File: src/magic_length_frame_decoder_macros.svh
// ----------------------------------------------------------------------------
// magic_length_frame_decoder_macros.svh
// Assertion helpers used by the mlfd_core module.
// ----------------------------------------------------------------------------
`ifndef MAGIC_LENGTH_FRAME_DECODER_MACROS_SVH
`define MAGIC_LENGTH_FRAME_DECODER_MACROS_SVH

// The consequent must hold in the same cycle as the antecedent.
`define MLFD_ASSERT_SAME(lbl, ante, cons, msg) \
  lbl: assert property (@(posedge clk) disable iff (rst) (ante) |-> (cons)) else $error(msg);

// The consequent must hold in the cycle after the antecedent.
`define MLFD_ASSERT_NEXT(lbl, ante, cons, msg) \
  lbl: assert property (@(posedge clk) disable iff (rst) (ante) |=> (cons)) else $error(msg);

`endif

File: src/mlfd_pkg.sv
// ----------------------------------------------------------------------------
// mlfd_pkg
// Types, constants and helpers for the magic/length frame decoder.
// ----------------------------------------------------------------------------
package mlfd_pkg;

  localparam logic [31:0] DEFAULT_MAX_FRAME = 32'd1048576;
  localparam logic [31:0] HEADER_BYTES      = 32'd8;

  localparam logic [7:0] MAGIC_HI = 8'haa;
  localparam logic [7:0] MAGIC_LO = 8'h55;

  localparam logic [1:0] ST_OK        = 2'd0;
  localparam logic [1:0] ST_BAD_MAGIC = 2'd1;
  localparam logic [1:0] ST_TOO_SHORT = 2'd2;
  localparam logic [1:0] ST_TOO_LARGE = 2'd3;

  localparam logic OP_DATA  = 1'b0;
  localparam logic OP_CLEAR = 1'b1;

  // Index of the last header byte within a frame.
  localparam logic [2:0] HDR_LAST = 3'd7;

  typedef struct packed {
    logic       op;
    logic [7:0] data_byte;
  } item_t;

  typedef struct packed {
    logic [1:0] status;
    logic       body_valid;
    logic [7:0] body_out;
    logic       frame_end;
  } result_t;

  // Expected magic byte at a given header position (positions 0 to 3).
  function automatic logic [7:0] magic_byte(input logic [1:0] pos);
    logic [7:0] val;
    case (pos)
      2'd0:    val = MAGIC_HI;
      2'd1:    val = MAGIC_HI;
      2'd2:    val = MAGIC_LO;
      2'd3:    val = MAGIC_LO;
      default: val = MAGIC_HI;
    endcase
    return val;
  endfunction

endpackage

File: src/magic_length_frame_decoder.sv
// ----------------------------------------------------------------------------
// magic_length_frame_decoder
// Cut-through decoder for byte streams framed by a magic word and a length.
// ----------------------------------------------------------------------------
// The decoder takes one byte or clear operation per clock, unless in_stall is
// high, and returns exactly one result per item. Each item passes through the
// input register and then the result register, with the header check and
// byte count done in a single pass between them. The output register frees
// itself in the cycle its result is taken, so with no stall on the output
// the sustained rate is one item every clock.
module magic_length_frame_decoder
  import mlfd_pkg::*;
(
  input  logic        clk,
  input  logic        rst,
  input  logic        cfg_wr_en,
  input  logic [31:0] cfg_wr_data,
  input  logic        in_valid,
  output logic        in_stall,
  input  logic        op,
  input  logic [7:0]  data_byte,
  output logic        out_valid,
  input  logic        out_stall,
  output logic [1:0]  status,
  output logic        body_valid,
  output logic [7:0]  body_out,
  output logic        frame_end
);

  item_t   in_item;
  item_t   held_item;
  logic    held_valid;
  logic    take;
  result_t core_result;
  result_t out_result;

  assign in_item.op        = op;
  assign in_item.data_byte = data_byte;

  mlfd_in_reg u_in_reg (
    .clk        (clk),
    .rst        (rst),
    .in_valid   (in_valid),
    .in_stall   (in_stall),
    .in_item    (in_item),
    .take       (take),
    .held_valid (held_valid),
    .held_item  (held_item)
  );

  mlfd_core u_core (
    .clk         (clk),
    .rst         (rst),
    .cfg_wr_en   (cfg_wr_en),
    .cfg_wr_data (cfg_wr_data),
    .advance     (held_valid && take),
    .item        (held_item),
    .result      (core_result)
  );

  mlfd_out_reg u_out_reg (
    .clk         (clk),
    .rst         (rst),
    .load_valid  (held_valid),
    .load_result (core_result),
    .take        (take),
    .out_valid   (out_valid),
    .out_stall   (out_stall),
    .out_result  (out_result)
  );

  assign status     = out_result.status;
  assign body_valid = out_result.body_valid;
  assign body_out   = out_result.body_out;
  assign frame_end  = out_result.frame_end;

endmodule

File: src/mlfd_in_reg.sv
// ----------------------------------------------------------------------------
// mlfd_in_reg
// Input register: captures one item per transfer and holds it until the
// decode stage takes it.
// ----------------------------------------------------------------------------
module mlfd_in_reg
  import mlfd_pkg::*;
(
  input  logic  clk,
  input  logic  rst,
  input  logic  in_valid,
  output logic  in_stall,
  input  item_t in_item,
  input  logic  take,
  output logic  held_valid,
  output item_t held_item
);

  logic  valid;
  item_t item;

  // The held item leaves when the decode stage takes it, so a new one may
  // enter in the same cycle.
  assign in_stall = valid && !take;

  always_ff @(posedge clk) begin
    if (rst) begin
      valid <= 1'b0;
    end else if (!in_stall) begin
      valid <= in_valid;
    end
  end

  always_ff @(posedge clk) begin
    if (in_valid && !in_stall) begin
      item <= in_item;
    end
  end

  assign held_valid = valid;
  assign held_item  = item;

endmodule

File: src/mlfd_core.sv
// ----------------------------------------------------------------------------
// mlfd_core
// Frame state and single-pass decode of one stream byte, plus the maximum
// frame size register.
// ----------------------------------------------------------------------------
`include "magic_length_frame_decoder_macros.svh"

module mlfd_core
  import mlfd_pkg::*;
(
  input  logic        clk,
  input  logic        rst,
  input  logic        cfg_wr_en,
  input  logic [31:0] cfg_wr_data,
  input  logic        advance,
  input  item_t       item,
  output result_t     result
);

  logic [31:0] max_frame_size;
  logic [2:0]  header_count;
  logic        magic_ok;
  logic [31:0] length_accum;
  logic [31:0] body_remaining;
  logic [1:0]  sticky_error;

  logic [2:0]  header_count_next;
  logic        magic_ok_next;
  logic [31:0] length_accum_next;
  logic [31:0] body_remaining_next;
  logic [1:0]  sticky_error_next;

  logic        byte_match;
  logic        magic_ok_upd;
  logic [31:0] accum_upd;
  logic [31:0] limit;
  logic [1:0]  hdr_err;

  always_ff @(posedge clk) begin
    if (rst) begin
      max_frame_size <= '0;
    end else if (cfg_wr_en) begin
      max_frame_size <= cfg_wr_data;
    end
  end

  always_comb begin
    byte_match   = (item.data_byte == magic_byte(header_count[1:0]));
    magic_ok_upd = magic_ok && (header_count[2] || byte_match);
    // Length bytes follow the four magic bytes, most significant first.
    accum_upd    = header_count[2] ? {length_accum[23:0], item.data_byte} : length_accum;
    limit        = (max_frame_size == '0) ? DEFAULT_MAX_FRAME : max_frame_size;

    if (!magic_ok_upd) begin
      hdr_err = ST_BAD_MAGIC;
    end else if (accum_upd < HEADER_BYTES) begin
      hdr_err = ST_TOO_SHORT;
    end else if (accum_upd > limit) begin
      hdr_err = ST_TOO_LARGE;
    end else begin
      hdr_err = ST_OK;
    end
  end

  always_comb begin
    header_count_next   = header_count;
    magic_ok_next       = magic_ok;
    length_accum_next   = length_accum;
    body_remaining_next = body_remaining;
    sticky_error_next   = sticky_error;
    result              = '0;

    if (item.op == OP_CLEAR) begin
      header_count_next   = '0;
      magic_ok_next       = 1'b1;
      length_accum_next   = '0;
      body_remaining_next = '0;
      sticky_error_next   = ST_OK;
    end else if (sticky_error != ST_OK) begin
      result.status = sticky_error;
    end else if (body_remaining != '0) begin
      body_remaining_next = body_remaining - 32'd1;
      result.body_valid   = 1'b1;
      result.body_out     = item.data_byte;
      result.frame_end    = (body_remaining == 32'd1);
    end else if (header_count != HDR_LAST) begin
      header_count_next = header_count + 3'd1;
      magic_ok_next     = magic_ok_upd;
      length_accum_next = accum_upd;
    end else begin
      header_count_next = '0;
      magic_ok_next     = 1'b1;
      length_accum_next = '0;
      if (hdr_err != ST_OK) begin
        sticky_error_next = hdr_err;
        result.status     = hdr_err;
      end else begin
        body_remaining_next = accum_upd - HEADER_BYTES;
        result.frame_end    = (accum_upd == HEADER_BYTES);
      end
    end
  end

  always_ff @(posedge clk) begin
    if (rst) begin
      header_count   <= '0;
      magic_ok       <= 1'b1;
      length_accum   <= '0;
      body_remaining <= '0;
      sticky_error   <= ST_OK;
    end else if (advance) begin
      header_count   <= header_count_next;
      magic_ok       <= magic_ok_next;
      length_accum   <= length_accum_next;
      body_remaining <= body_remaining_next;
      sticky_error   <= sticky_error_next;
    end
  end

  `MLFD_ASSERT_SAME(a_err_idle, (sticky_error != ST_OK), ((body_remaining == '0) && (header_count == '0)), "error latched while a frame is in progress")
  `MLFD_ASSERT_SAME(a_body_no_hdr, (body_remaining != '0), (header_count == '0), "header and body counted at once")
  `MLFD_ASSERT_SAME(a_body_ok, result.body_valid, (result.status == ST_OK), "body byte carries an error status")
  `MLFD_ASSERT_NEXT(a_clear, (advance && (item.op == OP_CLEAR)), ((sticky_error == ST_OK) && (body_remaining == '0) && (header_count == '0)), "clear left state behind")

endmodule

File: src/mlfd_out_reg.sv
// ----------------------------------------------------------------------------
// mlfd_out_reg
// Result register: holds one decoded result until the output transfer, and
// accepts the next one in the cycle the current one leaves.
// ----------------------------------------------------------------------------
module mlfd_out_reg
  import mlfd_pkg::*;
(
  input  logic    clk,
  input  logic    rst,
  input  logic    load_valid,
  input  result_t load_result,
  output logic    take,
  output logic    out_valid,
  input  logic    out_stall,
  output result_t out_result
);

  logic    valid;
  result_t held;

  assign take = !valid || !out_stall;

  always_ff @(posedge clk) begin
    if (rst) begin
      valid <= 1'b0;
    end else if (take) begin
      valid <= load_valid;
    end
  end

  always_ff @(posedge clk) begin
    if (take && load_valid) begin
      held <= load_result;
    end
  end

  assign out_valid  = valid;
  assign out_result = held;

endmodule
File: config.mk
export PLATFORM = sky130hd
export DESIGN_NAME = magic_length_frame_decoder
export DESIGN_NICKNAME = d
export VERILOG_FILES = /design/src/mlfd_pkg.sv /design/src/magic_length_frame_decoder.sv /design/src/mlfd_in_reg.sv /design/src/mlfd_core.sv /design/src/mlfd_out_reg.sv
export VERILOG_INCLUDE_DIRS = /design/src /design/src/src
export SDC_FILE = /design/constraint.sdc
export NUM_CORES = 1
export LEC_CHECK = 0
export ABC_AREA = 1
export BUFFER_PORTS_ARGS = -buffer_cell sky130_fd_sc_hd__buf_2
export CELL_PAD_IN_SITES_DETAIL_PLACEMENT = 2
export CELL_PAD_IN_SITES_GLOBAL_PLACEMENT = 2
export CORE_UTILIZATION = 25
export CTS_BUF_LIST = sky130_fd_sc_hd__clkbuf_4 sky130_fd_sc_hd__clkbuf_8
export CTS_CLUSTER_SIZE = 16
export DETAILED_ROUTE_END_ITERATION = 6
export HOLD_SLACK_MARGIN = 0.12
export PLACE_DENSITY_LB_ADDON = 0.1
export REMOVE_ABC_BUFFERS = 1
export SKIP_CTS_REPAIR_TIMING = 1
export SYNTH_ARGS = -nofsm -noshare
export SYNTH_HDL_FRONTEND = slang
export SYNTH_SLANG_ARGS = --single-unit
export TNS_END_PERCENT = 20
File: constraint.sdc
create_clock -name clk -period 3.1 [get_ports clk]
set_input_delay 0.155 -clock clk [delete_from_list [all_inputs] [get_ports clk]]
set_output_delay 0.155 -clock clk [all_outputs]
set_load 0.02 [all_outputs]
== After elaboration in Yosys (flattened, before gate mapping) ==
Cells that the tools add are included.

* Logic and storage cells: 91
* Bits in registers: 125
* Output and inout bits: 14
* Bits of input ports: 46

* Equal/unequal tests: 12
* Bitwise gates (word level): 1
* Magnitude comparators: 2
* Reductions and logical operators: 23
* Muxes and demuxes: 36
* Add/subtract/negate cells: 3

{| class="wikitable"
|+ Operators by type and width
! operator !! count
|-
| 2-to-1 mux 32 bit || 11
|-
| == test 32 x 1 -> 1 bit, second input constant || 1
|-
| == test 32 x 4 -> 1 bit, second input constant || 1
|-
| > comparator 32 bit || 1
|-
| logical NOT 32 bit || 1
|-
| < comparator 32 x 4 -> 1 bit, second input constant || 1
|-
| nonzero test 32 bit || 1
|-
| subtractor 32 x 1 -> 32 bit, second input constant || 1
|-
| subtractor 32 x 4 -> 32 bit, second input constant || 1
|-
| 2-to-1 mux 2 bit || 12
|-
| case mux 8 bit (2 select lines) || 1
|-
| 2-to-1 mux 3 bit || 4
|-
| 2-to-1 mux 9 bit || 1
|-
| == test 8 bit || 1
|-
| 2-to-1 mux 1 bit || 7
|-
| inequality test 2 bit, second input constant || 3
|-
| inequality test 3 x 2 -> 1 bit, second input constant || 2
|-
| nonzero test 2 bit || 3
|-
| OR reduction 2 bit || 3
|-
| AND reduction 5 bit || 1
|-
| == test 2 bit, second input constant || 2
|-
| logical AND 1 bit || 4
|-
| logical NOT 1 bit || 4
|-
| AND reduction 4 bit || 1
|-
| other kinds (8) || 9
|}

== Logic depth before layout (Yosys ltp) ==
Gate-level depths: netlist (run 1).

* Depth in word-level cells: 13
* Depth in mapped cells: 25
* Depth with buffers taken out: 22

== Hierarchy ==
A second synthesis (run 1) with hierarchy kept.

* Cell total of the unflattened synthesis: 1206
* Area, all modules: 8112.8 um^2

{| class="wikitable"
|+ By module, submodules not included
! module !! instances !! area an instance (um^2) !! sequential area each (um^2) !! cells an instance
|-
| mlfd_core || 1 || 7384.6 || 2042.0 || 1171
|-
| mlfd_out_reg || 1 || 404.1 || 380.4 || 17
|-
| mlfd_in_reg || 1 || 316.6 || 290.3 || 16
|-
| magic_length_frame_decoder || 1 || 7.5 || 0.0 || 2
|}

== Least setup slack after synthesis (run 1) ==
OpenSTA, ideal clock, no wires.

* Kind: flip-flop to flip-flop
* Start point: reg u_core.header_count[2]
* End point: reg u_core.body_remaining[12]
* Library setup time: 0.115 ns
* Stages on the path, launching flop included: 25
* Slack: 0.502 ns
* Data required time: 2.985 ns
* Data arrival time: 2.482 ns
* Clock period less this slack: 2.598 ns
* Buffers on the path: 5
* Cells stage by stage: dfxtp_1 > buf_4 > buf_6 > buf_2 > o21ai_0 > inv_1 > ha_1 > nand2_1 > nand2_1 > nand2_1 > nand2_1 > nand2_1 > nand2_1 > nand2_1 > nand2_1 > nand2_1 > nand2_1 > nand2_1 > nand4_1 > nand2_1 > buf_6 > buf_6 > nand3_1 > nand2_1 > nor2_1

* Word-level cells in the longest chain between the ends: 8
* Elaborated cells between the ends (all ways): 19
* Classes of those cells: add/sub (1); order compare (2); eq/ne (3); mux (9); reduce/logical (4)

{| class="wikitable"
|+ RTL lines
! element !! RTL line !! RTL
|-
| start, declared || mlfd_core.sv:21 || <nowiki>logic [2:0] header_count;</nowiki>
|-
| start signal, assigned || mlfd_core.sv:112 || <nowiki>header_count <= header_count_next;</nowiki>
|-
| 2-to-1 mux 32 bit || mlfd_core.sv:51 || <nowiki>accum_upd = header_count[2] ? {length_accum[23:0], item.data_byte} : length_accum;</nowiki>
|-
| > comparator 32 bit || mlfd_core.sv:58 || <nowiki>end else if (accum_upd > limit) begin</nowiki>
|-
| 2-to-1 mux 2 bit || mlfd_core.sv:58 ||
|-
| 2-to-1 mux 2 bit || mlfd_core.sv:56 || <nowiki>end else if (accum_upd < HEADER_BYTES) begin</nowiki>
|-
| 2-to-1 mux 2 bit || mlfd_core.sv:54 || <nowiki>if (!magic_ok_upd) begin</nowiki>
|-
| nonzero test 2 bit || mlfd_core.sv:94 || <nowiki>if (hdr_err != ST_OK) begin</nowiki>
|-
| inequality test 3 x 2 -> 1 bit (no source line) || -- ||
|-
| AND reduction 4 bit (no source line) || -- ||
|-
| end signal, assigned || mlfd_core.sv:115 || <nowiki>body_remaining <= body_remaining_next;</nowiki>
|-
| end, declared || mlfd_core.sv:24 || <nowiki>logic [31:0] body_remaining;</nowiki>
|}

Parallel ways exist; a longest one is shown, timed or not. The select of a mux whose other input is x is not followed.
A chain may end at the register's enable or synchronous reset.

== Worst setup path after layout (run 1) ==
* Start point: reg u_core.max_frame_size[17]
* End point: reg u_core.body_remaining[20]

* Word-level cells in the longest chain between the ends: 9

{| class="wikitable"
|+ RTL lines
! element !! RTL line !! RTL
|-
| start, declared || mlfd_core.sv:20 || <nowiki>logic [31:0] max_frame_size;</nowiki>
|-
| start signal, assigned || mlfd_core.sv:43 || <nowiki>max_frame_size <= cfg_wr_data;</nowiki>
|-
| logical NOT 32 bit || mlfd_core.sv:52 || <nowiki>limit = (max_frame_size == '0) ? DEFAULT_MAX_FRAME : max_frame_size;</nowiki>
|-
| 2-to-1 mux 32 bit (*) || mlfd_core.sv:52 ||
|-
| > comparator 32 bit (*) || mlfd_core.sv:58 ||
|-
| 2-to-1 mux 2 bit (*) || mlfd_core.sv:58 ||
|-
| 2-to-1 mux 2 bit (*) || mlfd_core.sv:56 ||
|-
| 2-to-1 mux 2 bit (*) || mlfd_core.sv:54 ||
|-
| nonzero test 2 bit (*) || mlfd_core.sv:94 ||
|-
| inequality test 3 x 2 -> 1 bit (no source line) (*) || -- ||
|-
| AND reduction 4 bit (no source line) (*) || -- ||
|}

Every way passes the cells marked *; elsewhere a longest branch is shown, timed or not.

==> results of run 1 <==
[routing by layer]
layer,up-vias,GRT usage,wire (um)
met3,29,0.0327,622
met4,0,0.0559,578
met2,78,0.343,16100
met5,-,0,0
met1,4233,0.243,14800
li1,4294,-,-
[through the flow]
step | std cells | setup TNS, ns | setup slack [ns] | util | hold WS [ns]
2_1_floorplan | 1149 | -110.18 | -1.98 | - | 0.224
3_3_place_gp | 1678 | -1.33 | -0.121 | 0.291 | 0.332
3_5_place_dp | 1678 | -2.14 | -0.113 | 0.291 | 0.338
4_1_cts | 1710 | -2.85 | -0.126 | 0.305 | -0.186
5_1_grt | 1776 | -0.572 | -0.0423 | 0.329 | 0.247
6_report | 1776 | 0 | 0.186 | 0.329 | 0.270
[worst min-delay path, cell delays in order]
cell,delay (ns)
buf_2,0.11
buf_4,0.27
a21oi_1,0.16
[worst paths after layout]
kind	endpoint	from	slack, ns
max	u_core.body_remaining[20]$_SDFFE_PP0P_	u_core.max_frame_size[17]$_SDFFE_PP0P_	0.19
min	u_core.length_accum[3]$_SDFFE_PP0P_	rst	0.27
max reg2reg	u_core.body_remaining[20]$_SDFFE_PP0P_	u_core.max_frame_size[17]$_SDFFE_PP0P_	0.19
min reg2reg	u_core.max_frame_size[6]$_SDFFE_PP0P_	u_core.max_frame_size[6]$_SDFFE_PP0P_	0.47
[area by class of cell]
type | instances | area [sq um]
flip-flops and latches | 125 | 2720
multi-input cells | 885 | 4630
inverters | 139 | 522
repair buffers | 193 | 1620
fillers | 3814 | 21200
clock inverters | 8 | 108
clock buffers | 24 | 305
well taps | 402 | 503
[synthesized netlist by cell type, drive strengths merged]
cell,number
ha,38
o21a,1
a31oi,2
nand2,251
inv,138
nor2b,1
a21o,1
xnor2,8
clkbuf,28
xor2,24
nand3,97
edfxtp,21
nand4,28
o21ai,89
a211oi,17
o221ai,1
nor2,167
nor4,11
buf,24
nand3b,5
nor3,12
a21oi,115
and3,1
clkinv,1
o22ai,3
dfxtp,104
or2,5
a22oi,6
o211a,1
o21bai,1
[logic make-up (layout without fill, tap and decap cells)]
family	after synthesis	in the layout	synth area share
buffers and inverters	191	364	0.0977
AOI/OAI and AO/OA	237	237	0.162
adders and majority gates	38	38	0.0591
DFF	125	125	0.337
xor gates and xnor gates	32	32	0.0348
and+or+nand+nor	578	578	0.309
[power breakdown]
group	total (mW)	internal (mW)	switching (mW)	leakage (nW)
logic	1.31	0.480	0.831	3.56
clock network	1.55	0.819	0.730	0.211
registers	1.82	1.75	0.0705	1.06
[registers in the layout, summed over array words and instances, names as in the netlist]
signal / cells
u_in_reg.held_item: 9
u_core.length_accum: 32
u_core.magic_ok: 1
u_in_reg.held_valid: 1
u_core.max_frame_size: 32
u_core.sticky_error: 2
u_core.header_count: 3
u_out_reg.out_result: 12
u_core.body_remaining: 32
u_out_reg.out_valid: 1
==> impl_metrics.json, run 1 <==
{
  "dr.pass1.iters": 4,
  "yosysTopAreaCell": "dfxtp_1",
  "clk_latency_ns": 0.48,
  "cp-end-kind": "flop",
  "grt_usage": 0.195,
  "min_path_cells": 3,
  "critical_path.top_delay_family": "simple AND/OR/NAND/NOR gates",
  "crit_buf_inv": 3,
  "crit_slowest_cell": "nor4_2",
  "worst_path_most_repeated_cell": "nand4_1",
  "core_area_sq_um": 31600,
  "max-vdd-ir-drop_v": 0.000247,
  "start_kind": "flop",
  "wl_per_cell_um": 18.1,
  "wl_mm": 32.2,
  "yosysTopAreaCellShare": 0.259,
  "total_power_mw": 4.68,
  "yosysSeqAreaShare": 0.337,
  "place_area_sq_um": 9220,
  "grt_remaining_overflow": 0,
  "final_common_cell": "nand2_1",
  "grt_pass1_wl_mm": 49.1,
  "first_global_vias": 8897,
  "crit_fanout": 9,
  "syn_inst": 1201,
  "hold_path.class": "input pin to flop",
  "vias": 8634,
  "cp_cell_sequence": "inv_2, nand4_1, nor4_2, a31oi_1, ha_2, nand2_1, nor2_2, nand4_1, nor2_2, nand4_1, nand2_2, nand4_1, nand2_2, buf_4, clkbuf_16, nand3_1, nand2_1, nor2_1",
  "min_period_ns": 2.91,
  "die_h_um": 181,
  "cts_root_buf": "clkbuf_8",
  "worst_slew_margin_rel": 0.504,
  "final_nets": 1445,
  "final_cell_mix": "nand2_1, nor2_1, inv_1, a21oi_1, dfxtp_1",
  "leakagePower_nw": 4.83,
  "grt_max_degree": 68,
  "rows": 65,
  "cts.path.max_buffers": 2,
  "gp_congestion": 0.808,
  "cp.depth": 18,
  "clock_sinks": 125,
  "drive_above_1_share": 0.187,
  "drt_iter0_markers": 255,
  "syn_area_sq_um": 8050,
  "cap_violations": 0,
  "crit_path_max_incr_delay_ns": 0.37,
  "synthToLayoutAreaGrowth_pct": 29.4,
  "r2r_cells": 18,
  "cts.htree.levels": 4,
  "synth_seq_cells": 125,
  "cts_buffers": 17,
  "critical_path_class": "flop to flop",
  "port_buffers": 59,
  "arrival_ns": 3.29,
  "cts_tree": "built",
  "slew_violations": 0,
  "powerDensity_nw_per_um2": 449,
  "io_pins": 60,
  "status": "completed",
  "vias_per_cell": 4.86,
  "drc": 0,
  "fmax_mhz": 343,
  "num_antenna_cells": 0,
  "tightest_slew_ns": 0.745,
  "yosysWarnings": 0,
  "setup_viol": 0,
  "period_share": 0.940,
  "yosys-top-cells-area": "dfxtp_1, nand2_1, edfxtp_1, nor2_1, a21oi_1",
  "antenna_found_initial": 0,
  "clk_pin_slew_ns": 0.08,
  "route.antenna.remaining_nets": 0,
  "initial_core_util": 0.254,
  "finClkSkew_ns": 0.0152,
  "design_area_sq_um": 10400,
  "hold_viol": 0,
  "cp_data_required_time_ns": 3.48,
  "die-area_sq_um": 32900,
  "fp.dieW_um": 181,
  "hpwlAfterDp_mm": 24.4,
  "avgSynthCellArea_sq_um": 6.70,
  "synth_cell_types": 42
}
Power figures use the tool's default switching activity.
==> inputs of run 2 (changes only) <==
--- a/config.mk
+++ b/config.mk
@@ -11,7 +11,7 @@
 export CELL_PAD_IN_SITES_DETAIL_PLACEMENT = 2
 export CELL_PAD_IN_SITES_GLOBAL_PLACEMENT = 2
 export CORE_UTILIZATION = 25
-export CTS_BUF_LIST = sky130_fd_sc_hd__clkbuf_4 sky130_fd_sc_hd__clkbuf_8
+export CTS_BUF_LIST = sky130_fd_sc_hd__clkbuf_8
 export CTS_CLUSTER_SIZE = 16
 export DETAILED_ROUTE_END_ITERATION = 6
 export HOLD_SLACK_MARGIN = 0.12
==> run 2 against run 1 <==
Maximum frequency increased by 0.24%. Worst setup slack improved by 0.0069 ns. Non-clock buffer count decreased by 4. Critical endpoint unchanged. Largest power group unchanged. Highest routed layer unchanged.
==> impl_metrics.json, run 2 (synthesis results as in run 1) <==
{
  "fmax_mhz": 344,
  "grt_remaining_overflow": 0,
  "clk_latency_ns": 0.48,
  "hpwlAfterDp_mm": 24.4,
  "io_pins": 60,
  "p_int_mw": 3.00,
  "route.antenna.remaining_nets": 0,
  "critPathLaunch": "u_core.header_count[2]$_SDFFE_PP0P_",
  "critical_path_class": "flop to flop",
  "cp_data_required_time_ns": 3.47,
  "finClkSkew_ns": 0.0159,
  "max-vdd-ir-drop_v": 0.000245,
  "worst_slew_margin_rel": 0.523,
  "final_common_cell": "nand2_1",
  "gp_congestion": 0.808,
  "rows": 65,
  "dr.pass1.iters": 5,
  "rr_endpoint": "u_core.body_remaining[20]$_SDFFE_PP0P_",
  "start_kind": "flop",
  "p_clk_frac": 0.323,
  "setup_viol": 0,
  "synthToLayoutAreaGrowth_pct": 28.8,
  "powerDensity_nw_per_um2": 446,
  "die-area_sq_um": 32900,
  "r2r_cells": 18,
  "cts_tree": "built",
  "vias": 8638,
  "min_period_ns": 2.91,
  "initial_core_util": 0.254,
  "setup-tns-final_ns": 0,
  "wl_mm": 32.0,
  "cap_violations": 0,
  "cp-endpoint": "u_core.body_remaining[20]$_SDFFE_PP0P_",
  "clk_pin_slew_ns": 0.08,
  "arrival_ns": 3.28,
  "cts.path.max_buffers": 2,
  "final_nets": 1441,
  "port_buffers": 59,
  "first_global_vias": 8885,
  "final_cell_mix": "nand2_1, nor2_1, inv_1, a21oi_1, dfxtp_1",
  "grt_pass1_wl_mm": 48.9,
  "leakagePower_nw": 4.81,
  "hold_path.class": "input pin to flop",
  "vias_per_cell": 4.87,
  "drc": 0,
  "regToRegStartpoint": "u_core.header_count[2]$_SDFFE_PP0P_",
  "hold_viol": 0,
  "core_area_sq_um": 31600,
  "cts_buffers": 17,
  "p_comb_frac": 0.283,
  "tightest_slew_ns": 0.716,
  "period_share": 0.938,
  "drive_above_1_share": 0.180,
  "die_h_um": 181,
  "top_regs": "u_core.body_remaining x32, u_core.length_accum x32, u_core.max_frame_size x32",
  "whs_ns": 0.279,
  "status": "completed",
  "crit_fanout": 9,
  "fp.dieW_um": 181,
  "pwr-share-seq": 0.394,
  "wl_per_cell_um": 18.1,
  "antenna_found_initial": 0,
  "cts_root_buf": "clkbuf_8",
  "grt_usage": 0.194,
  "num_antenna_cells": 0,
  "cts.htree.levels": 4,
  "slew_violations": 0,
  "switchingPower_mw": 1.63,
  "r2r_slack_ns": 0.19,
  "grt_max_degree": 68,
  "drt_iter0_markers": 288,
  "netSwitchingFraction": 0.352,
  "clock_sinks": 125,
  "cp-end-kind": "flop"
}
==> run 2: changes by cell type in the layout (fill, tap and decap cells not counted), sizes merged <==
cell,previous run,this run
buf,143,139
clkbuf,29,25
inv,139,143
==> run 2: worst min path at each step <==
stage            startpoint                                     end  depth (start not counted)
2_1_floorplan           rst     u_core.header_count[2]$_SDFFE_PP0P_                          1
3_3_place_gp   data_byte[7]         u_in_reg.held_item[7]$_DFFE_PP_                          1
3_5_place_dp   data_byte[3]         u_in_reg.held_item[3]$_DFFE_PP_                          1
4_1_cts        data_byte[3]         u_in_reg.held_item[3]$_DFFE_PP_                          1
5_1_grt                 rst  u_core.body_remaining[26]$_SDFFE_PP0P_                          3
6_report                rst     u_core.length_accum[0]$_SDFFE_PP0P_                          3
==> run 2: stage by stage <==
| step | total power, mW | std cells | util | setup WS (ns) | instance area [sq um] |
|---|---|---|---|---|---|
| 2_1_floorplan | 2.63 | 1149 | - | -1.98 | 7780 |
| 3_3_place_gp | 3.08 | 1678 | 0.291 | -0.121 | 9220 |
| 3_5_place_dp | 3.11 | 1678 | 0.291 | -0.113 | 9220 |
| 4_1_cts | 4.63 | 1710 | 0.304 | -0.125 | 9620 |
| 5_1_grt | 4.92 | 1772 | 0.328 | -0.0319 | 10400 |
| 6_report | 4.62 | 1772 | 0.328 | 0.193 | 10400 |
==> run 2: power groups by stage <==
stage          Sequential, mW  Clock (mW)  Combinational, mW
2_1_floorplan            1.85           0              0.788
3_3_place_gp             1.85           0               1.23
3_5_place_dp             1.86           0               1.25
4_1_cts                  1.82        1.56               1.26
5_1_grt                  1.83        1.62               1.47
6_report                 1.82        1.49               1.31
==> run 2: layout make-up <==
cell class                 count  area [sq um]
fill                        3817         21300
sequential                   125          2720
clock inverter                12           123
clock buffer                  20           275
inverter                     139           522
timing repair buffer         189          1590
multi-input combinational    885          4630
tap                          402           503
==> run 2: worst max-delay path, cell delays in order, from the launching register on <==
cell and delay [ns]:
dfxtp_4 0.41, inv_2 0.05, or2_0 0.20, o21ai_1 0.16, inv_2 0.11, ha_1 0.33
nand2_1 0.09, nor2_2 0.14, nand2_1 0.12, nor2_2 0.15, nand4_1 0.10, nand2_2 0.12
nand4_1 0.10, nand2_2 0.17, buf_4 0.15, clkbuf_16 0.14, nand3_1 0.09, nand2_1 0.11
nor2_1 0.05
==> run 2: routing by layer <==
layer | up-vias | share of wire | track usage
li1 | 4292 | - | -
met1 | 4237 | 0.46 | 0.243
met2 | 86 | 0.50 | 0.342
met3 | 23 | 0.021 | 0.0321
met4 | 0 | 0.017 | 0.0549
met5 | - | 0 | 0
